===== config.mk =====
export PLATFORM = sky130hd
export DESIGN_NAME = ir_pulse_duration_capture_unit
export DESIGN_NICKNAME = d
export VERILOG_FILES = /design/src/design/ipdc_pkg.sv /design/src/design/ir_pulse_duration_capture_unit.sv
export VERILOG_INCLUDE_DIRS = /design/src /design/src/design
export SDC_FILE = /design/constraint.sdc
export NUM_CORES = 1
export LEC_CHECK = 0
export ABC_AREA = 1
export BUFFER_PORTS_ARGS = -buffer_cell sky130_fd_sc_hd__buf_2
export CAP_MARGIN = 10
export CORE_AREA = 2 2 158 160
export DETAILED_ROUTE_END_ITERATION = 16
export DIE_AREA = 0 0 160 162
export PLACE_DENSITY_LB_ADDON = 0.3
export SLEW_MARGIN = 20
export SYNTH_ARGS = -nofsm -noshare
export SYNTH_HDL_FRONTEND = slang
export SYNTH_SLANG_ARGS = --single-unit

===== constraint.sdc =====
create_clock -name clk -period 5.2 [get_ports clk]
set_input_delay 0.52 -clock clk [delete_from_list [all_inputs] [get_ports clk]]
set_output_delay 0.52 -clock clk [all_outputs]
set_load 0.01 [all_outputs]

===== src/design/ir_pulse_duration_capture_unit_defines.svh =====
// assertion macros for the ir pulse duration capture unit
// no dependencies; included by files that carry concurrent assertions
`ifndef IR_PULSE_DURATION_CAPTURE_UNIT_DEFINES_SVH
`define IR_PULSE_DURATION_CAPTURE_UNIT_DEFINES_SVH

// same-cycle implication, checking off while reset is active
`define IPDC_ASSERT_NOW(label, clk, rst_n, ante, cons, msg) \
    label: assert property (@(posedge clk) disable iff (!rst_n) (ante) |-> (cons)) \
        else $error(msg);

// next-cycle implication, checking off while reset is active
`define IPDC_ASSERT_NEXT(label, clk, rst_n, ante, cons, msg) \
    label: assert property (@(posedge clk) disable iff (!rst_n) (ante) |=> (cons)) \
        else $error(msg);

`endif


===== src/design/ipdc_pkg.sv =====
// shared types and constants of the ir pulse duration capture unit
// no dependencies; imported by ir_pulse_duration_capture_unit and its test bench
package ipdc_pkg;

    localparam int DUR_W     = 16;
    localparam int INDEX_W   = 7;
    localparam int CFG_W     = 16;
    localparam int ELAPSED_W = 27;
    // timeout limits in ticks, clipped to one above the elapsed cap
    localparam int LIMIT_W   = ELAPSED_W + 1;

    localparam logic [ELAPSED_W-1:0] ELAPSED_CAP = {ELAPSED_W{1'b1}};

    // request action codes
    localparam logic ACT_START = 1'b0;
    localparam logic ACT_TICK  = 1'b1;

    // configuration register indexes
    typedef enum logic [0:0] {
        CFG_BEGIN_TIMEOUT = 1'b0,
        CFG_END_TIMEOUT   = 1'b1
    } cfg_index_t;

    typedef enum logic [1:0] {
        CAUSE_RUNNING       = 2'd0,
        CAUSE_END_TIMEOUT   = 2'd1,
        CAUSE_BUFFER_FULL   = 2'd2,
        CAUSE_BEGIN_TIMEOUT = 2'd3
    } end_cause_t;

    typedef struct packed {
        logic action;
        logic ir_level;
    } req_t;

    typedef struct packed {
        logic [DUR_W-1:0]   duration;
        logic [INDEX_W-1:0] index;
        logic               has_duration;
        logic               is_last;
        end_cause_t         end_cause;
    } res_t;

endpackage


===== src/design/ir_pulse_duration_capture_unit.sv =====
// ir pulse duration capture unit: measures mark/space lengths of a sampled ir receiver
// depends on ipdc_pkg and ir_pulse_duration_capture_unit_defines.svh
//
//   channel   | direction | handshake              | payload
//   ----------+-----------+------------------------+-------------------------------
//   req       | in        | req_valid / req_stall  | req_t: action, ir_level
//   res       | out       | res_valid / res_stall  | res_t: duration, index, flags
//   cfg       | in        | cfg_write_en           | cfg_index, cfg_wdata
//
// one request per cycle sustained while results are not stalled; a request is held in the input register
// while the decision logic settles, and its result is then registered in the output register
// the critical path is the 27-bit tick counter increment and the limit compare
// timeout limits in ticks are formed by one multiply at the configuration write
// reset: idle, no capture running, limits at 2000 ms and 30 ms worth of ticks
// a stalled result holds the output register; the input register then holds too
`include "ir_pulse_duration_capture_unit_defines.svh"

module ir_pulse_duration_capture_unit
    import ipdc_pkg::*;
#(
    parameter int BUFFER_DEPTH = 128,
    parameter int DURATION_MAX = 65535,
    parameter int TICKS_PER_MS = 1000
) (
    input  logic                         clk,
    input  logic                         rst_n,

    input  logic                         req_valid,
    output logic                         req_stall,
    input  req_t                         req,

    output logic                         res_valid,
    input  logic                         res_stall,
    output res_t                         res,

    input  logic                         cfg_write_en,
    input  cfg_index_t                   cfg_index,
    input  logic [CFG_W-1:0]             cfg_wdata
);

    // count of recorded durations reaches BUFFER_DEPTH itself
    localparam int CNT_W  = $clog2(BUFFER_DEPTH + 1);
    localparam int TPM_W  = $clog2(TICKS_PER_MS + 1);
    localparam int PROD_W = CFG_W + TPM_W;
    localparam int MUL_W  = (PROD_W > LIMIT_W) ? PROD_W : LIMIT_W;

    localparam longint BEGIN_RST_TICKS = 64'(2000) * 64'(TICKS_PER_MS);
    localparam longint END_RST_TICKS   = 64'(30) * 64'(TICKS_PER_MS);
    localparam longint CAP_LONG        = longint'(ELAPSED_CAP);

    // a limit past the counter cap never fires, so clip it to cap plus one
    localparam logic [LIMIT_W-1:0] BEGIN_LIMIT_RST = (BEGIN_RST_TICKS > CAP_LONG) ?
        LIMIT_W'(CAP_LONG + 1) : LIMIT_W'(BEGIN_RST_TICKS);
    localparam logic [LIMIT_W-1:0] END_LIMIT_RST = (END_RST_TICKS > CAP_LONG) ?
        LIMIT_W'(CAP_LONG + 1) : LIMIT_W'(END_RST_TICKS);

    localparam logic [DUR_W-1:0]     DUR_MAX_VAL = DUR_W'(DURATION_MAX);
    localparam logic [ELAPSED_W-1:0] DUR_MAX_EXT = ELAPSED_W'(DURATION_MAX);
    localparam logic [CNT_W-1:0]     DEPTH_VAL   = CNT_W'(BUFFER_DEPTH);

    typedef enum logic [1:0] {
        PH_IDLE,
        PH_SEARCH,
        PH_COLLECT
    } phase_t;

    // configuration: limits held in ticks
    logic [LIMIT_W-1:0] begin_limit_reg;
    logic [LIMIT_W-1:0] end_limit_reg;
    logic [MUL_W-1:0]   cfg_product;
    logic [LIMIT_W-1:0] cfg_limit;

    // input register
    logic               in_valid_reg;
    req_t               in_data_reg;

    // capture state
    phase_t             phase_reg, phase_next;
    logic [ELAPSED_W-1:0] elapsed_reg, elapsed_next;
    logic               prev_level_reg, prev_level_next;
    logic [CNT_W-1:0]   count_reg, count_next;

    // output register
    logic               out_valid_reg;
    res_t               out_data_reg;

    logic               advance;
    logic               emit;
    res_t               result;
    logic [ELAPSED_W-1:0] elapsed_inc;
    logic [CNT_W-1:0]   count_inc;
    logic [DUR_W-1:0]   dur_sat;

    // ---------------------------------------------------------------
    // configuration writes: the multiply sits between port and limit register
    // ---------------------------------------------------------------
    assign cfg_product = MUL_W'(cfg_wdata) * MUL_W'(TICKS_PER_MS);
    assign cfg_limit   = (cfg_product > MUL_W'(ELAPSED_CAP)) ?
                         LIMIT_W'(MUL_W'(ELAPSED_CAP) + MUL_W'(1)) : cfg_product[LIMIT_W-1:0];

    always_ff @(posedge clk or negedge rst_n)
    begin
        if (!rst_n)
        begin
            begin_limit_reg <= BEGIN_LIMIT_RST;
            end_limit_reg   <= END_LIMIT_RST;
        end
        else if (cfg_write_en)
        begin
            unique case (cfg_index)
                CFG_BEGIN_TIMEOUT: begin_limit_reg <= cfg_limit;
                CFG_END_TIMEOUT:   end_limit_reg   <= cfg_limit;
                default:           begin_limit_reg <= begin_limit_reg;
            endcase
        end
    end

    // ---------------------------------------------------------------
    // handshake: the held request moves on whenever the output slot is free
    // or is being drained this cycle
    // ---------------------------------------------------------------
    assign advance   = in_valid_reg && (!out_valid_reg || !res_stall);
    assign req_stall = in_valid_reg && !advance;

    always_ff @(posedge clk or negedge rst_n)
    begin
        if (!rst_n)
        begin
            in_valid_reg <= 1'b0;
        end
        else if (!req_stall)
        begin
            in_valid_reg <= req_valid;
        end
    end

    always_ff @(posedge clk)
    begin
        if (req_valid && !req_stall)
        begin
            in_data_reg <= req;
        end
    end

    // ---------------------------------------------------------------
    // decision logic for the held request
    // ---------------------------------------------------------------
    assign elapsed_inc = (elapsed_reg == ELAPSED_CAP) ? elapsed_reg : elapsed_reg + 1'b1;
    assign count_inc   = count_reg + 1'b1;
    // duration in ticks, clipped to the configured maximum
    assign dur_sat     = (elapsed_inc > DUR_MAX_EXT) ? DUR_MAX_VAL : elapsed_inc[DUR_W-1:0];

    always_comb
    begin
        phase_next      = phase_reg;
        elapsed_next    = elapsed_reg;
        prev_level_next = prev_level_reg;
        count_next      = count_reg;
        emit            = 1'b0;
        result          = '{duration: '0, index: '0, has_duration: 1'b0,
                            is_last: 1'b0, end_cause: CAUSE_RUNNING};

        if (in_data_reg.action == ACT_START)
        begin
            // start always restarts, even in the middle of a capture
            phase_next      = PH_SEARCH;
            elapsed_next    = '0;
            prev_level_next = 1'b1;
            count_next      = '0;
        end
        else
        begin
            unique case (phase_reg)
                PH_SEARCH:
                begin
                    if (in_data_reg.ir_level)
                    begin
                        // first mark opens collection
                        phase_next      = PH_COLLECT;
                        elapsed_next    = '0;
                        prev_level_next = 1'b1;
                    end
                    else
                    begin
                        elapsed_next = elapsed_inc;
                        if ({1'b0, elapsed_inc} > begin_limit_reg)
                        begin
                            phase_next       = PH_IDLE;
                            emit             = 1'b1;
                            result.is_last   = 1'b1;
                            result.end_cause = CAUSE_BEGIN_TIMEOUT;
                        end
                    end
                end
                PH_COLLECT:
                begin
                    result.duration     = dur_sat;
                    result.index        = INDEX_W'(count_reg);
                    result.has_duration = 1'b1;
                    if (in_data_reg.ir_level != prev_level_reg)
                    begin
                        // level change closes the running mark or space
                        emit            = 1'b1;
                        count_next      = count_inc;
                        prev_level_next = in_data_reg.ir_level;
                        elapsed_next    = '0;
                        if (count_inc >= DEPTH_VAL)
                        begin
                            phase_next       = PH_IDLE;
                            result.is_last   = 1'b1;
                            result.end_cause = CAUSE_BUFFER_FULL;
                        end
                    end
                    else if (!in_data_reg.ir_level && ({1'b0, elapsed_inc} > end_limit_reg))
                    begin
                        // long space ends the capture; its length is the last duration
                        emit             = 1'b1;
                        count_next       = count_inc;
                        elapsed_next     = elapsed_inc;
                        phase_next       = PH_IDLE;
                        result.is_last   = 1'b1;
                        result.end_cause = CAUSE_END_TIMEOUT;
                    end
                    else
                    begin
                        elapsed_next = elapsed_inc;
                    end
                end
                default:
                begin
                    // ticks while idle are dropped
                    phase_next = phase_reg;
                end
            endcase
        end
    end

    // ---------------------------------------------------------------
    // state and output register
    // ---------------------------------------------------------------
    always_ff @(posedge clk or negedge rst_n)
    begin
        if (!rst_n)
        begin
            phase_reg      <= PH_IDLE;
            elapsed_reg    <= '0;
            prev_level_reg <= 1'b1;
            count_reg      <= '0;
            out_valid_reg  <= 1'b0;
        end
        else
        begin
            if (advance)
            begin
                phase_reg      <= phase_next;
                elapsed_reg    <= elapsed_next;
                prev_level_reg <= prev_level_next;
                count_reg      <= count_next;
            end
            if (advance && emit)
            begin
                out_valid_reg <= 1'b1;
            end
            else if (!res_stall)
            begin
                out_valid_reg <= 1'b0;
            end
        end
    end

    always_ff @(posedge clk)
    begin
        if (advance && emit)
        begin
            out_data_reg <= result;
        end
    end

    assign res_valid = out_valid_reg;
    assign res       = out_data_reg;

    // ---------------------------------------------------------------
    // assertions
    // ---------------------------------------------------------------
    `IPDC_ASSERT_NEXT(a_last_goes_idle, clk, rst_n,
        advance && emit && result.is_last, phase_reg == PH_IDLE,
        "capture did not end after its last result")
    `IPDC_ASSERT_NOW(a_count_bounded, clk, rst_n,
        1'b1, count_reg <= DEPTH_VAL,
        "recorded count beyond buffer depth")
    `IPDC_ASSERT_NOW(a_no_dur_fields, clk, rst_n,
        res_valid && !res.has_duration,
        res.end_cause == CAUSE_BEGIN_TIMEOUT && res.duration == '0 && res.index == '0,
        "result without duration is not a clean beginning timeout")
    `IPDC_ASSERT_NOW(a_running_not_last, clk, rst_n,
        res_valid && !res.is_last, res.has_duration && res.end_cause == CAUSE_RUNNING,
        "non-final result carries an end cause")
    `IPDC_ASSERT_NOW(a_stall_needs_held, clk, rst_n,
        req_stall, in_valid_reg && out_valid_reg && res_stall,
        "request stalled without a blocked output")

endmodule


==> results.txt, run 1 <==
Endpoints failing hold -> 0
Max Clk Rate -> 0.221 GHz
Post-synthesis adder-cell area fraction -> 0.249
Arr. time, crit path -> 4.52 ns
Max incr delay on CP -> 0.49 ns
Cell chain of the critical path -> ha_1 -> inv_2 -> nor2_4 -> nand2_4 -> nor2_4 -> nand2_1 -> nor2_2 -> nand2_1 -> nand3_1 -> nor2_1 -> xor2_1 -> ha_1 -> nand2_1 -> nor3_1 -> nand2_1 -> nor3_1 -> nand3_1 -> nor2_2 -> nor2_4 -> nand3_1 -> nand3_1 -> nand2_1 -> clkinvlp_4
I/O Buffers -> 52
Share of layout cells above drive strength 1 -> 0.127
Number of nets in the layout -> 1,376
Number of synthesized flops with an enable pin -> 29
DIE AREA -> 0.0259 mm²
Setup crit end kind -> register
Vias -> 7,454
CTS sink count -> 115
Crit path kind -> reg -> reg
Global Route Usage Sum -> 0.175
Initial DRC count -> 285
WL final -> 21,300 µm
Fin util -> 0.446
Critical R2R Launch -> elapsed_reg[0]
DRT antenna net count -> 0
Ys Warns -> 0
First-pass iteration count of the detailed router -> 5
Worst slew pin tran -> 0.897 ns
Worst hold stages -> 1
CP most frequent cell -> nand2_1
Die X -> 160 µm
Status -> finished, final reports clean
Main combinational cell family by area after synthesis -> adder cells
Setup violators final -> 0
Core area -> 0.0241 mm²
Antenna violations before repair -> 0
Clock buffer depth -> 2
Max-slew violations -> 0
# H-tree levels -> 4
DIE HEIGHT -> 162 µm
Crit Path Max Fanout -> 27
RSZ-0062 raised after global routing -> no
R2R depth -> 23
Syn nets -> 1,319
Clk_lat worst skew -> 0.42 ns
Power, Total -> 0.00466 W
Clock-pin slew on the worst setup and hold paths -> 0.05 ns
Num ports -> 53
Global-route wire length before repair -> 36,500 µm
Drt drc -> 0
Slowest cell on the critical path -> clkinvlp_4
Post-synth cell types -> 45
Cells after Synth -> 1,138
Critical path buffers and inverters -> 2
Crit path depth -> 23
Largest net degree at the start of global routing -> 68
WL/cell -> 13.9 µm
Startpoint types -> register
Setup_tns -> 0 ns
Tcrit/Tclk final -> 0.872
Multiplexer share of the synthesized area -> 0
Compound-Gate Fraction of Synth Area -> 0.0870
Root Buffer -> clkbuf_16
Relative slew slack -> 0.401
Standard-cell rows -> 57
CTS Buf Count -> 17
Post-DP HPWL -> 16,900 µm
Crit path from -> elapsed_reg[0]
Synth Area in Simple Gates -> 0.221
Initial Util -> 0.395
Gr ovfl total -> 0
PwrDens -> 433 mW/mm²
Avg Inst Size Synth -> 8.36 µm²
Worst hold path type -> in -> reg
Max Cap Viol -> 0
Mapped cell area -> 0.00952 mm²
Peak supply drop -> 242 µV
XOR/XNOR share of the synthesized area -> 0.0358
Vias per inst -> 4.87
Post-layout min period -> 4.53 ns
Post-synth ARST share -> 0.748
# fillers -> 2,462
TritonCTS clock tree -> built
Cell family contributing the most delay on the critical path -> simple AND/OR/NAND/NOR gates
Critical Path RT -> 5.18 ns
Final Skew -> 0.00690 ns
Layout area overhead -> 13.1%
Vias in the first global route -> 7,480
Synth Flop Type -> dfrtp_1
Routability congestion estimate -> 0.876
Synth Register Bits -> 115
Register area share after synthesis -> 0.320
Hold_ws -> 0.282 ns
Postcts setup bufs -> 0
Min-delay src -> req[1]
Leakage power -> 5.41 nW
Diode count -> 0
==> power breakdown <==
part / leakage, nW / switching, W / internal (W)
clock: 0.294 / 0.000426 / 0.000755
sequential: 1.38 / 0.0000877 / 0.00114
combinational: 3.74 / 0.00143 / 0.000823
==> final cells by class <==
cell class,instances,area (µm²),share of cell area
Clock buffer,22,518,0.0481
Clock inverter,10,91.3,0.00849
Inverter,200,754,0.0701
Multi-Input combinational cell,804,5650,0.525
Sequential cell,115,3040,0.283
Tap cell,324,405,0.0377
Timing Repair Buffer,57,303,0.0281
==> stage by stage <==
stage | cell area, µm² | cells | setup WS [ns]
floorplan | 9520 | 1138 | 0.958
global route | 10800 | 1532 | 0.281
CTS | 10800 | 1532 | 0.605
finish | 10800 | 1532 | 0.665
global placement | 10100 | 1499 | 0.553
detailed placement | 10100 | 1499 | 0.511
==> repair_timing <==
item,in CTS,in global routing
hold endpoints to repair,19,0
hold buffers,1,0
setup endpoints to repair,0,27
resized for setup,0,1
==> Yosys cell counts (2+ instances only) <==
cell / n / area (µm²)
nand2_1: 219 / 822
inv_1: 195 / 732
ha_1: 103 / 1290
nor2_1: 96 / 360
dfrtp_1: 71 / 1780
o21ai_0: 70 / 350
fa_1: 54 / 1080
nand3_1: 45 / 225
a21oi_1: 42 / 210
edfxtp_1: 29 / 871
nand4_1: 29 / 181
xor2_1: 29 / 254
nor3_1: 20 / 100
nor2_2: 16 / 100
dfstp_2: 15 / 394
clkbuf_1: 14 / 52.6
a22o_1: 9 / 78.8
nand2_2: 9 / 56.3
xnor2_1: 8 / 70.1
a21o_1: 6 / 45.0
nor2_4: 6 / 67.6
o22ai_1: 6 / 37.5
or2_2: 5 / 31.3
buf_2: 4 / 20.0
inv_2: 4 / 15.0
a31oi_1: 3 / 18.8
nand2_4: 3 / 33.8
nor3_2: 3 / 30.0
nor3b_1: 3 / 22.5
nor4_1: 3 / 18.8
o21bai_1: 3 / 22.5
o21ai_1: 2 / 10.0
o31ai_1: 2 / 15.0
==> cell usage in the layout (no fill, tap or decap), types with 8 or more instances in the layout <==
cell type,count
nor2_1,96
clkbuf_16,20
nand4_1,29
nor3_1,20
xnor2_1,8
a22o_1,9
inv_1,194
a21oi_1,42
edfxtp_1,29
nand3_1,45
nand2_1,219
fa_1,54
nor2_2,16
xor2_1,29
dfrtp_1,71
ha_1,103
dfstp_2,15
buf_2,51
o21ai_0,70
nand2_2,9
==> metal layers <==
| layer | global-route usage | routed length, µm |
|---|---|---|
| met1 | 0.230 | 10200 |
| met4 | 0.0463 | 298 |
| met3 | 0.0276 | 587 |
| met5 | 0 | 0 |
| met2 | 0.301 | 10200 |
==> cell families after synthesis <==
logic type                 after synthesis
DFF                                    115
adders and majority gates              157
xor gates and xnor gates                38
and+or+nand+nor                        461
AOI/OAI and AO/OA                      148
buffers and inverters                  219
==> path summary, 6_finish.rpt <==
kind | endpoint | slack [ns]
max in group asynchronous | elapsed_reg[23] | 3.51
setup reg to reg | res[20] | 0.67
hold reg to reg | end_limit_reg[16] | 0.48
min in group asynchronous | elapsed_reg[8] | 0.52
hold / removal | in_data_reg[1] | 0.28
setup / recovery | res[20] | 0.67
Power figures use the tool's default switching activity.
==> run 2, diff against run 1 <==
--- a/config.mk
+++ b/config.mk
@@ -9,9 +9,9 @@
 export ABC_AREA = 1
 export BUFFER_PORTS_ARGS = -buffer_cell sky130_fd_sc_hd__buf_2
 export CAP_MARGIN = 10
-export CORE_AREA = 2 2 158 160
+export CORE_AREA = 2 2 176 178
 export DETAILED_ROUTE_END_ITERATION = 16
-export DIE_AREA = 0 0 160 162
+export DIE_AREA = 0 0 178 180
 export PLACE_DENSITY_LB_ADDON = 0.3
 export SLEW_MARGIN = 20
 export SYNTH_ARGS = -nofsm -noshare
==> run 2 against run 1 <==
  * Clock skew grew 0.0048 ns
  * First-iteration DRC count grew 32%
  * Cell count grew 4.6%
  * Core utilization decreased by 8.8 points
  * Design area rose by 0.50%
  * Via count grew 1.3%
  * Global-route usage decreased by 2.9 points
  * Register-to-register slack better by 0.09 ns
  * Largest cell class unchanged
  * Highest routed layer unchanged
==> results.txt, run 2 (synthesis results as in run 1) <==
Status -> finished, final reports clean
Cell chain of the critical path -> ha_1 -> inv_2 -> nor2_4 -> nand2_4 -> nor2_4 -> nand2_1 -> nor2_2 -> nand2_1 -> nand2_1 -> xor2_1 -> inv_1 -> ha_1 -> nand2_1 -> o21ai_0 -> a21boi_0 -> o21ai_0 -> nand3b_1 -> nand2_1 -> nand3_1 -> nand3_1 -> nand2_1 -> inv_1
First-pass iteration count of the detailed router -> 5 (unchanged)
Core area -> 0.0302 mm² (+25%)
Switching power of the nets -> 0.00199 W (+2.3%)
Max incr delay on CP -> 0.74 ns (+0.25 ns)
Leakage power -> 5.41 nW (about the same)
DIE HEIGHT -> 180 µm (+11%)
Gr ovfl total -> 0 (unchanged)
Initial DRC count -> 377 (+32%)
CTS Buf Count -> 17 (unchanged)
RSZ-0062 raised after global routing -> no
Seq. cell area -> 0.00304 mm² (unchanged)
Diode count -> 0 (unchanged)
Worst hold path type -> in -> async
Hold Buf Count CTS -> 0 (-1)
Tcrit/Tclk final -> 0.856 (-0.0166)
DRT antenna net count -> 0 (unchanged)
Setup crit end kind -> register
FF-to-FF setup slack -> 0.75 ns (+0.09 ns)
Crit path kind -> reg -> reg
R2r endpoint -> res[15]
Setup_tns -> 0 ns (unchanged)
Startpoint types -> register
Share of layout cells above drive strength 1 -> 0.128 (about the same)
CP most frequent cell -> nand2_1
Drt drc -> 0 (unchanged)
DIE AREA -> 0.0320 mm² (+24%)
WL final -> 22,200 µm (+4.2%)
Critical path buffers and inverters -> 3 (+1)
Setup violators final -> 0 (unchanged)
Standard-cell rows -> 64 (+12%)
Global Route Usage Sum -> 0.146 (-0.0286)
Max Clk Rate -> 0.225 GHz (+1.9%)
Crit Path Max Fanout -> 27 (unchanged)
Most frequent cells in the layout -> nand2_1, inv_1, ha_1, nor2_1, dfrtp_1
Fin util -> 0.358 (-0.0882)
Number of nets in the layout -> 1,375 (-0.073%)
Clock-pin slew on the worst setup and hold paths -> 0.06 ns (about the same)
Most common cell after layout, fill and taps aside -> nand2_1
# H-tree levels -> 4 (unchanged)
Antenna violations before repair -> 0 (unchanged)
Part of the power in the clock network -> 0.251 (-0.002)
Vias in the first global route -> 7,588 (+1.4%)
Max-slew violations -> 0 (unchanged)
Area occupied by multi-input gates -> 0.00565 mm² (unchanged)
Largest net degree at the start of global routing -> 47 (-31%)
I/O Buffers -> 52 (unchanged)
Endpoints failing hold -> 0 (unchanged)
CTS sink count -> 115 (unchanged)
Cell family contributing the most delay on the critical path -> simple AND/OR/NAND/NOR gates
Root Buffer -> clkbuf_16
Worst slew pin tran -> 1.02 ns (+0.120 ns)
Global-route wire length before repair -> 37,600 µm (+3.1%)
TritonCTS clock tree -> built
Post_cts resized -> 0 (unchanged)
Critical Path RT -> 5.24 ns (+0.06 ns)
Final Skew -> 0.0117 ns (+0.00480 ns)
Num ports -> 53 (unchanged)
R2R depth -> 22 (-4.3%)
Switching Share -> 0.425 (+0.00848)
Final std cells w/o fill -> 1,603 (+4.6%)
Post-layout min period -> 4.45 ns (-0.0861 ns)
Layout area overhead -> 13.6%
Vias per inst -> 4.71 (-3.2%)
Postcts setup bufs -> 0 (unchanged)
Logic pwr share -> 0.488 (+0.005)
Inst Count DP -> 1,571 (+4.8%)
Post-DP HPWL -> 17,900 µm (+6.0%)
Clock buffer depth -> 2 (unchanged)
PwrDens -> 432 mW/mm² (-0.26%)
Routability congestion estimate -> 0.871 (-0.57%)
Flop pwr share -> 0.261 (-0.002)
Slowest cell on the critical path -> inv_1
Initial Util -> 0.315 (-0.0796)
Vias -> 7,553 (+1.3%)
Max Cap Viol -> 0 (unchanged)
Hold_ws -> 0.0847 ns (-0.197 ns)
Arr. time, crit path -> 4.49 ns (-0.03 ns)
Clk_lat worst skew -> 0.43 ns (about the same)
Die X -> 178 µm (+11%)
WL/cell -> 13.8 µm (-0.42%)
Peak supply drop -> 230 µV (-4.6%)
Relative slew slack -> 0.322 (-0.0791)
PnR worst setup slack -> 0.751 ns (+0.0861 ns)
Setup WS pre-CTS -> 0.444 ns (-0.0674 ns)
Critical R2R Launch -> elapsed_reg[0]
Power Internal -> 0.00268 W (-1.2%)
# fillers -> 3,133 (+27%)
-- run 2: changes by cell type in the layout (fill, tap and decap cells not counted), moves of 2 or more --
cell / change
clkinvlp_4: -2
clkbuf_16: -3
inv_6: +3
inv_4: +2
-- run 2: per-layer routing --
layer  share of wire  vias up  GRT usage  wire length, µm
met4           0.016        0     0.0357              352
met3           0.029       30     0.0243              642
li1                -     3799          -                -
met2            0.47      118      0.246            10400
met5               0        -          0                0
met1            0.48     3606      0.195            10700
-- run 2: power groups by stage --
stage | registers [W] | clock network [W] | logic (W)
after floorplan | 0.00121 | 0 | 0.00173
after global placement | 0.00123 | 0 | 0.00226
after detailed placement | 0.00124 | 0 | 0.00228
after CTS | 0.00122 | 0.00120 | 0.00230
after global routing | 0.00125 | 0.00125 | 0.00267
final | 0.00122 | 0.00117 | 0.00228
-- run 2: worst max-delay path by stage --
| stage | slack [ns] | cells after the start | from | endpoint |
|---|---|---|---|---|
| after floorplan | 0.96 | 15 | cfg_wdata[5] | end_limit_reg[21] |
| after global placement | 0.54 | 16 | cfg_wdata[5] | end_limit_reg[21] |
| after detailed placement | 0.44 | 16 | cfg_wdata[1] | end_limit_reg[21] |
| after CTS | 0.73 | 22 | elapsed_reg[0] | res[16] |
| after global routing | 0.25 | 22 | elapsed_reg[0] | res[15] |
| final | 0.75 | 22 | elapsed_reg[0] | res[15] |
-- run 2: final cells by class --
type | instances | share of cell area
Sequential cell | 115 | 0.281
Clock inverter | 14 | 0.0136
Clock buffer | 18 | 0.0406
Inverter | 200 | 0.0694
Tap cell | 396 | 0.0458
Timing Repair Buffer | 56 | 0.0271
Multi-Input combinational cell | 804 | 0.522
-- run 2: stage by stage --
| step | cell area [µm²] | total power, W |
|---|---|---|
| final | 10800 | 0.00467 |
| after global routing | 10800 | 0.00516 |
| after CTS | 10800 | 0.00472 |
| after detailed placement | 10200 | 0.00351 |
| after global placement | 10200 | 0.00350 |
| after floorplan | 9520 | 0.00294 |
==> run 3, diff against run 2 <==
--- a/config.mk
+++ b/config.mk
@@ -6,7 +6,6 @@
 export SDC_FILE = /design/constraint.sdc
 export NUM_CORES = 1
 export LEC_CHECK = 0
-export ABC_AREA = 1
 export BUFFER_PORTS_ARGS = -buffer_cell sky130_fd_sc_hd__buf_2
 export CAP_MARGIN = 10
 export CORE_AREA = 2 2 176 178
==> run 3 against run 2 <==
  * Synthesized area increased by 0.60%
  * First-iteration DRC count increased by 33%
  * Sequential share of layout area decreased by 0.22 points
  * Clock power about the same
  * Cell count decreased by 6.5%
  * Via count decreased by 2.6%
  * Non-clock buffer count increased by 11
  * Worst hold slack got worse by 0.022 ns
  * Wire length decreased by 2.0%
==> results.txt, run 3 <==
Status -> finished, final reports clean
Share of layout cells above drive strength 1 -> 0.126 (-0.00157)
Die X -> 178 µm (unchanged)
Tcrit/Tclk final -> 0.918 (+0.0624)
Vias per inst -> 4.91 (+4.2%)
Mapped cell area -> 0.00958 mm² (+0.60%)
Final Skew -> 0.0130 ns (+0.00134 ns)
# fillers -> 3,090 (-1.4%)
Routability congestion estimate -> 0.829 (-4.7%)
Post-synth cell types -> 75 (+67%)
Power, Total -> 0.00468 W (+0.26%)
Top cell type's share of synthesized area -> 0.186 (-0.00112)
Post-synth ARST share -> 0.748 (unchanged)
Most frequent cells in the layout -> inv_1, nand2_1, ha_1, o21ai_0, dfrtp_1
PwrDens -> 430 mW/mm² (-0.51%)
Hold Buf Count CTS -> 0 (unchanged)
Synth Register Bits -> 115 (unchanged)
# H-tree levels -> 4 (unchanged)
Standard-cell rows -> 64 (unchanged)
Synth Flop Type -> dfrtp_1
Global Route Usage Sum -> 0.142 (-0.00382)
Setup_tns -> 0 ns (unchanged)
Critical path buffers and inverters -> 3 (unchanged)
Max-slew violations -> 0 (unchanged)
Gr ovfl total -> 0 (unchanged)
Most common cell in the netlist -> inv_1
Top post-synthesis cells by area -> dfrtp_1, ha_1, fa_1
CTS sink count -> 115 (unchanged)
CTS Buf Count -> 17 (unchanged)
Antenna violations before repair -> 0 (unchanged)
Clock buffer depth -> 2 (unchanged)
Flop pwr share -> 0.269 (+0.008)
Largest net degree at the start of global routing -> 47 (unchanged)
RSZ-0062 raised after global routing -> no
TritonCTS clock tree -> built
Fin util -> 0.361 (+0.00278)
WL final -> 21,700 µm (-2.0%)
WL/cell -> 14.5 µm (+4.8%)
Slowest cell on the critical path -> or4_4
Max Cap Viol -> 0 (unchanged)
Power Internal -> 0.00273 W (+1.9%)
Part of the power in the clock network -> 0.243 (-0.008)
Ys Warns -> 0 (unchanged)
Setup violators final -> 0 (unchanged)
Max Clk Rate -> 0.210 GHz (-6.8%)
Max incr delay on CP -> 0.59 ns (-0.15 ns)
Crit path kind -> reg -> reg
Diode count -> 0 (unchanged)
Most common cell after layout, fill and taps aside -> inv_1
Switching Share -> 0.416 (-0.00939)
First-pass iteration count of the detailed router -> 5 (unchanged)
DRT antenna net count -> 0 (unchanged)
I/O Buffers -> 52 (unchanged)
Layout area overhead -> 13.8%
Logic pwr share -> 0.487 (about the same)
Startpoint types -> register
DIE AREA -> 0.0320 mm² (unchanged)
Switching power of the nets -> 0.00195 W (-1.9%)
Post-DP HPWL -> 16,900 µm (-5.8%)
Core area -> 0.0302 mm² (unchanged)
Worst slew pin tran -> 0.960 ns (-0.0568 ns)
Global-route wire length before repair -> 36,900 µm (-1.9%)
Vias -> 7,360 (-2.6%)
Post-layout min period -> 4.77 ns (+0.324 ns)
Cell family contributing the most delay on the critical path -> compound AO/OA/AOI/OAI gates
Endpoints failing hold -> 0 (unchanged)
Worst hold path type -> in -> async
Arr. time, crit path -> 4.89 ns (+0.40 ns)
Peak supply drop -> 180 µV (-22%)
Clock-pin slew on the worst setup and hold paths -> 0.06 ns (about the same)
Crit Path Max Fanout -> 27 (unchanged)
Relative slew slack -> 0.358 (+0.0363)
Initial Util -> 0.317 (+0.00191)
Number of nets in the layout -> 1,271 (-7.6%)
Syn nets -> 1,218 (-7.7%)
Cells after Synth -> 1,037 (-8.9%)
Postcts setup bufs -> 0 (unchanged)
Clk_lat worst skew -> 0.42 ns (about the same)
Drt drc -> 0 (unchanged)
DIE HEIGHT -> 180 µm (unchanged)
Register area share after synthesis -> 0.318 (-0.00192)
Number of synthesized flops with an enable pin -> 29 (unchanged)
Root Buffer -> clkbuf_16
Vias in the first global route -> 7,343 (-3.2%)
Cell taking the most area after synthesis -> dfrtp_1
Avg Inst Size Synth -> 9.23 µm² (+10%)
Post_cts resized -> 0 (unchanged)
Cell chain of the critical path -> nand4_4 -> or4_4 -> o31ai_1 -> buf_4 -> nor2_1 -> xnor2_1 -> inv_1 -> ha_1 -> and4_1 -> a41o_1 -> a211oi_1 -> o31ai_1 -> a21oi_1 -> nor3b_1 -> o211a_1 -> buf_12
Critical Path RT -> 5.32 ns (+0.08 ns)
Initial DRC count -> 502 (+33%)
Synth top cells by count -> inv_1, nand2_1, ha_1
Num ports -> 53 (unchanged)
Leakage power -> 5.12 nW (-5.4%)
CP most frequent cell -> o31ai_1
Setup crit end kind -> register
run 3: changes by cell type after synthesis, moves of 16 or more:
cell and change:
nor2_2 -16, xnor2_1 +17, o21ai_0 +16, nor2_1 -54, inv_1 -44, nand2_1 -102
run 3: final cells by class:
type,instances,area (µm²),area share
clock inverters,11,88.8,0.00815
multi-input cells,738,5830,0.535
flip-flops and latches,115,3040,0.279
well taps,396,495,0.0455
clock buffers,21,493,0.0452
inverters,151,567,0.0520
repair buffers,67,388,0.0356
run 3: power groups by stage:
stage / combinational (W) / sequential (W) / clock [W]
after floorplan: 0.00175 / 0.00123 / 0
after detailed placement: 0.00228 / 0.00128 / 0
final: 0.00228 / 0.00126 / 0.00114
after global routing: 0.00264 / 0.00129 / 0.00121
after global placement: 0.00225 / 0.00127 / 0
after CTS: 0.00230 / 0.00126 / 0.00117
run 3: worst paths after layout:
path / depth (start not counted) / slack (ns) / from / end
max in group asynchronous: 2 / 4.09 / rst_n / phase_reg[0]
max: 16 / 0.43 / elapsed_reg[3] / res[23]
min in group clk: 1 / 0.29 / req[1] / in_data_reg[1]
min: 1 / 0.06 / rst_n / begin_limit_reg[4]
max reg2reg: 16 / 0.43 / elapsed_reg[3] / res[23]
min reg2reg: 2 / 0.48 / end_limit_reg[12] / end_limit_reg[12]
run 3: cells by family (layout without fill, tap and decap cells):
| group | count (synthesis) | after routing | synth area share |
|---|---|---|---|
| adder cells (fa/ha/maj) | 157 | 157 | 0.247 |
| AND/OR/NAND/NOR | 300 | 300 | 0.158 |
| buffers and inverters | 184 | 250 | 0.0739 |
| multiplexers | 8 | 8 | 0.00836 |
| flip-flops | 115 | 115 | 0.318 |
| XOR/XNOR | 40 | 40 | 0.0366 |
| AO/OA/AOI/OAI | 233 | 233 | 0.158 |
run 3: worst register-to-register path, cell delays in order (launching register included):
cell      delay [ns]
dfrtp_1         0.48
nand4_4         0.18
or4_4           0.59
o31ai_1         0.25
buf_4           0.19
nor2_1          0.08
xnor2_1         0.31
inv_1           0.13
ha_1            0.31
and4_1          0.23
a41o_1          0.17
a211oi_1        0.07
o31ai_1         0.53
a21oi_1         0.21
nor3b_1         0.33
o211a_1         0.22
buf_12          0.19
run 3: metal layers:
metal | share of wire | global-route usage
met5 | 0 | 0
met4 | 0.014 | 0.0495
met3 | 0.031 | 0.0182
met2 | 0.46 | 0.226
met1 | 0.50 | 0.199
run 3: metrics by stage:
step           setup slack [ns]  cell area (µm²)  hold slack, ns  cells
5_1_grt                  0.0756            10900          0.0969   1499
4_1_cts                   0.375            10900          0.0710   1499
2_1_floorplan             0.414             9580           0.224   1037
3_3_place_gp              0.220            10300           0.463   1467
3_5_place_dp              0.145            10300           0.473   1467
6_report                  0.427            10900          0.0631   1499
